**src/rtl/ssd_delay.sv**
```systemverilog
`timescale 1ns / 1ps
// Fixed-depth delay line with valid bit, carries sideband alongside the dividers.
// No dependencies.
module ssd_delay #(
    parameter int WIDTH = 8,
    parameter int DEPTH = 2
)
(
    input  logic             clk,
    input  logic             rst_n,
    input  logic             in_valid,
    input  logic [WIDTH-1:0] in_data,
    output logic             out_valid,
    output logic [WIDTH-1:0] out_data
);

    logic             vld_reg  [DEPTH];
    logic [WIDTH-1:0] data_reg [DEPTH];

    always_ff @(posedge clk or negedge rst_n)
    begin
        if (!rst_n)
        begin
            for (int i = 0; i < DEPTH; i++)
                vld_reg[i] <= 1'b0;
        end
        else
        begin
            vld_reg[0] <= in_valid;
            for (int i = 1; i < DEPTH; i++)
                vld_reg[i] <= vld_reg[i-1];
        end
    end

    always_ff @(posedge clk)
    begin
        if (in_valid)
            data_reg[0] <= in_data;
        for (int i = 1; i < DEPTH; i++)
            if (vld_reg[i-1])
                data_reg[i] <= data_reg[i-1];
    end

    assign out_valid = vld_reg[DEPTH-1];
    assign out_data  = data_reg[DEPTH-1];

endmodule

```
**config.mk**
```make
export PLATFORM = sky130hd
export DESIGN_NAME = ssd_delay
export DESIGN_NICKNAME = d
export VERILOG_FILES = /design/src/rtl/ssd_delay.sv
export SDC_FILE = /design/constraint.sdc
export NUM_CORES = 1
export LEC_CHECK = 0
export BUFFER_PORTS_ARGS = -buffer_cell sky130_fd_sc_hd__buf_2
export CORE_MARGIN = 3
export CORE_UTILIZATION = 45
export DETAILED_ROUTE_END_ITERATION = 6
export PLACE_DENSITY = 0.73
export SETUP_SLACK_MARGIN = 0.3
export SYNTH_ARGS = -nofsm -noshare
export SYNTH_HDL_FRONTEND = slang
export SYNTH_SLANG_ARGS = --single-unit
```
**constraint.sdc**
```tcl
create_clock -name clk -period 1.05 [get_ports clk]
set_input_delay 0.2625 -clock clk [delete_from_list [all_inputs] [get_ports clk]]
set_output_delay 0.2625 -clock clk [all_outputs]
set_load 0.03 [all_outputs]
```
* Word-level counts from Yosys, hierarchy flattened
Memory sizes are Yosys's and may differ from the RTL's.
Cells that the tools add are included.
** Word-level totals
- Register bits after elaboration :: 2
- Bits in latches :: 0
- Bits in writable memories :: 16
- Memory bits (read-only) :: 0
- Output and inout port bits :: 9
- Logic and storage cells :: 7
- Memories kept :: 1
** Cells by class
- $add $sub $neg :: 0
- Multipliers :: 0
- Divide/modulo/power cells :: 0
- $lt $le $gt $ge :: 0
- Equality and inequality tests :: 0
- Shifts and indexed selects :: 0
- Muxes and demuxes :: 4
- Bitwise gates (word level) :: 0
- Reduce and logical (&&, ||, !) cells :: 0
** Memories
- data_reg :: words 2, width 8, read ports 2, clocked after Yosys merged registers in 0, wr ports 2, line 18 : logic [WIDTH-1:0] data_reg [DEPTH];
** Operators with widths (number)
- 2-to-1 mux 1 bit :: 4

* Longest topological paths before layout
- Depth in word-level cells :: 2
- Depth in mapped cells :: 1

* Worst setup path after synthesis
Ideal clock, no wire load.
- Path type :: register to register
- Start point :: register vld_reg[1] (netlist bit)
- End point :: memory data_reg[1][2] (netlist: data_reg[0][10]) (enable)
- Arrival time :: 0.463 ns
- Setup slack :: 0.257 ns
- Cell stages (with the launch flop) :: 1
- Path buffers :: 0
- Cell sequence :: dfrtp_1
** RTL lines
- start: declaration :: line 17 : logic vld_reg [DEPTH];
- start signal: indexed assignment :: line 31 : vld_reg[i] <= vld_reg[i-1];
- end: declaration :: line 18

==> results.txt <==
status - finished, violations left
failing checks - negative setup slack
CP max FO - 1
crit path time final - 1110 ps
Setup CP Type - reg2out
boundary pin count - 20
WL/cell - 12.2 um
final clock period utilization by the worst path - 105%
Req. time, crit path - 790 ps
YS warnings - 0
Mapped Cells - 26
number of global-route vias before repair - 274
Die Y - 42.2 um
Mapped Avg Cell Area - 22.7 sq um
Synth area leader - edfxtp_1
syn nets - 37
core box area - 0.00117 sq mm
multi-input combinational cell area - 0 sq um
Async SR Flop Fraction - 11.1%
GRT overflow - 0
arrival time at the worst endpoint - 840 ps
share of layout cells above drive strength 1 - 57.8%
Antenna diodes - 0
number of enable flip-flop cells after synthesis - 16
Seq/Total Area, Yosys - 89.8%
post-synth design cell area - 591 sq um
Worst R2R Start - vld_reg[1]
max reg flops - 16
Clock transition at path regs - 100 ps
clock skew - 6.70 ps
end of the worst register-to-register path - data_reg[0][8]
pwr/cell area - 1770 mW/mm^2
critical path launch point type - register
final instance area - 771 sq um
I/O Buffers - 19
Max-Cap Viols - 0
comb_multi_in - 0
count leader, synth - edfxtp_1
# fillers - 83
FMAX - 904 MHz
Final nets - 57
buffers and inverters on the worst path - 1
top post-synthesis cells by count - edfxtp_1, buf_4, dfrtp_1
Worst R2R Setup Slack - 260 ps
slowest stage delay, CP - 410 ps
routability cong. - 0.598
Yosys top cell area share - 81.4%
Root Driver - clkbuf_4
R2R cell count - 1
Hold EP - data_reg[0][2]
row cnt - 12
first-pass GRT wire length - 1240 um
type of the worst min-delay path - in2reg
Final ANT Viol Nets - 0
hold path start - in_data[2]
Tightest Pin Transition - 174 ps
#FFs+latches synth - 18
Die W - 42.2 um
Hold Path Cell Cnt - 1
synth unique cells - 3
Hold Vio Cnt, Final - 0
Post-Route Setup TNS - -281 ps
initial antenna violation count - 0
CTS buffer count - 3
total clock sinks - 18
final wirelength - 719 um
Die ar. - 0.00178 sq mm
Total Power - 1.36 mW
Synth-to-Final Area Change - 30.5%
critical path capture point type - output port
critical path's top delay family - flip-flops
Worst Hold Slack - 150 ps
Overall Global Routing Usage - 9.81%
critical-path cell list - buf_6
maximum root-to-sink buffer count - 2
synth top area cells - edfxtp_1, buf_4, dfrtp_1
slowest CP cell - edfxtp_1
Final Setup Violations - 9
final worst slack - -56.8 ps
vias per cell - 4.44
worst skew pair latency - 280 ps
Starting Density - 50.4%
CTS tree - built
Vias - 262
DRC - 0
First DRT Iteration DRCs - 0
largest net degree at the start of global routing - 11
H-tree Lvls - 1
unrepaired setup endpoints after global routing - true
Main synth FF type - edfxtp_1
Slew Viols, Final - 0
peak supply drop - 0.00113 V
Slew Limit Headroom - 88.4%
Post-DP Area - 644 sq um
Lkg Pwr - 0.310 nW
Initial DRT Pass Iterations - 1
[cell type report]
class | count | area, sq um | share of cell area (%)
flip-flops and latches | 18 | 532 | 69.0
repair buffers | 23 | 195 | 25.3
well taps | 14 | 17.5 | 2.27
clock buffers | 3 | 22.5 | 2.92
clock inverters | 1 | 3.75 | 0.487
[power by group]
part / internal (mW) / switching (mW)
registers: 0.847 / 0.0240
logic: 0.0808 / 0.0889
clock network: 0.138 / 0.187
total: 1.07 / 0.299
[cell families (layout without fill, tap and decap cells)]
kind of cell	after synthesis	after routing	synth area share [%]
DFF	18	18	89.8
buffers and inverters	8	27	10.2
[how the worst max path moves through the flow]
stage | start | slack (ps) | cells past startpoint | endpoint
4_1_cts | data_reg[0][12] | -50 | 1 | out_data[4]
5_1_grt | data_reg[0][14] | -120 | 1 | out_data[6]
3_5_place_dp | data_reg[0][12] | 250 | 1 | out_data[4]
3_3_place_gp | data_reg[0][14] | 280 | 1 | out_data[6]
6_report | data_reg[0][14] | -60 | 1 | out_data[6]
2_1_floorplan | data_reg[0][8] | 290 | 1 | out_data[0]
[what timing repair did]
action | 4_1_cts | 5_1_grt
endpoints found under the setup margin | 17 | 17
hold buffers | 1 | 0
setup buffers | 3 | 0
gates resized for setup | 23 | 0
endpoints found under the hold margin | 2 | 0
[metrics by stage]
step | std cells | util (%) | worst slack, ps
floorplan | 26 | - | 288
global placement | 51 | 55.0 | 279
detailed placement | 51 | 55.0 | 253
CTS | 59 | 65.8 | -52.2
global route | 59 | 65.8 | -119
finish | 59 | 65.8 | -56.8
[cells in the final DEF, fill, tap and decap left out]
| cell | n |
|---|---|
| edfxtp_1 | 16 |
| buf_6 | 12 |
| clkinv_1 | 1 |
| dfrtp_1 | 1 |
| dfrtp_2 | 1 |
| buf_2 | 10 |
| clkbuf_4 | 3 |
| dlygate4sd3_1 | 1 |
[metal layers]
layer	part of all wire [%]	global-route usage (%)	vias up	routed length, um
met5	0	0	-	0
met4	0	5.59	0	0
met3	11	3.00	0	81
met2	57	16.7	18	413
met1	31	10.6	119	224
li1	-	-	125	-
Power figures use the tool's default switching activity.
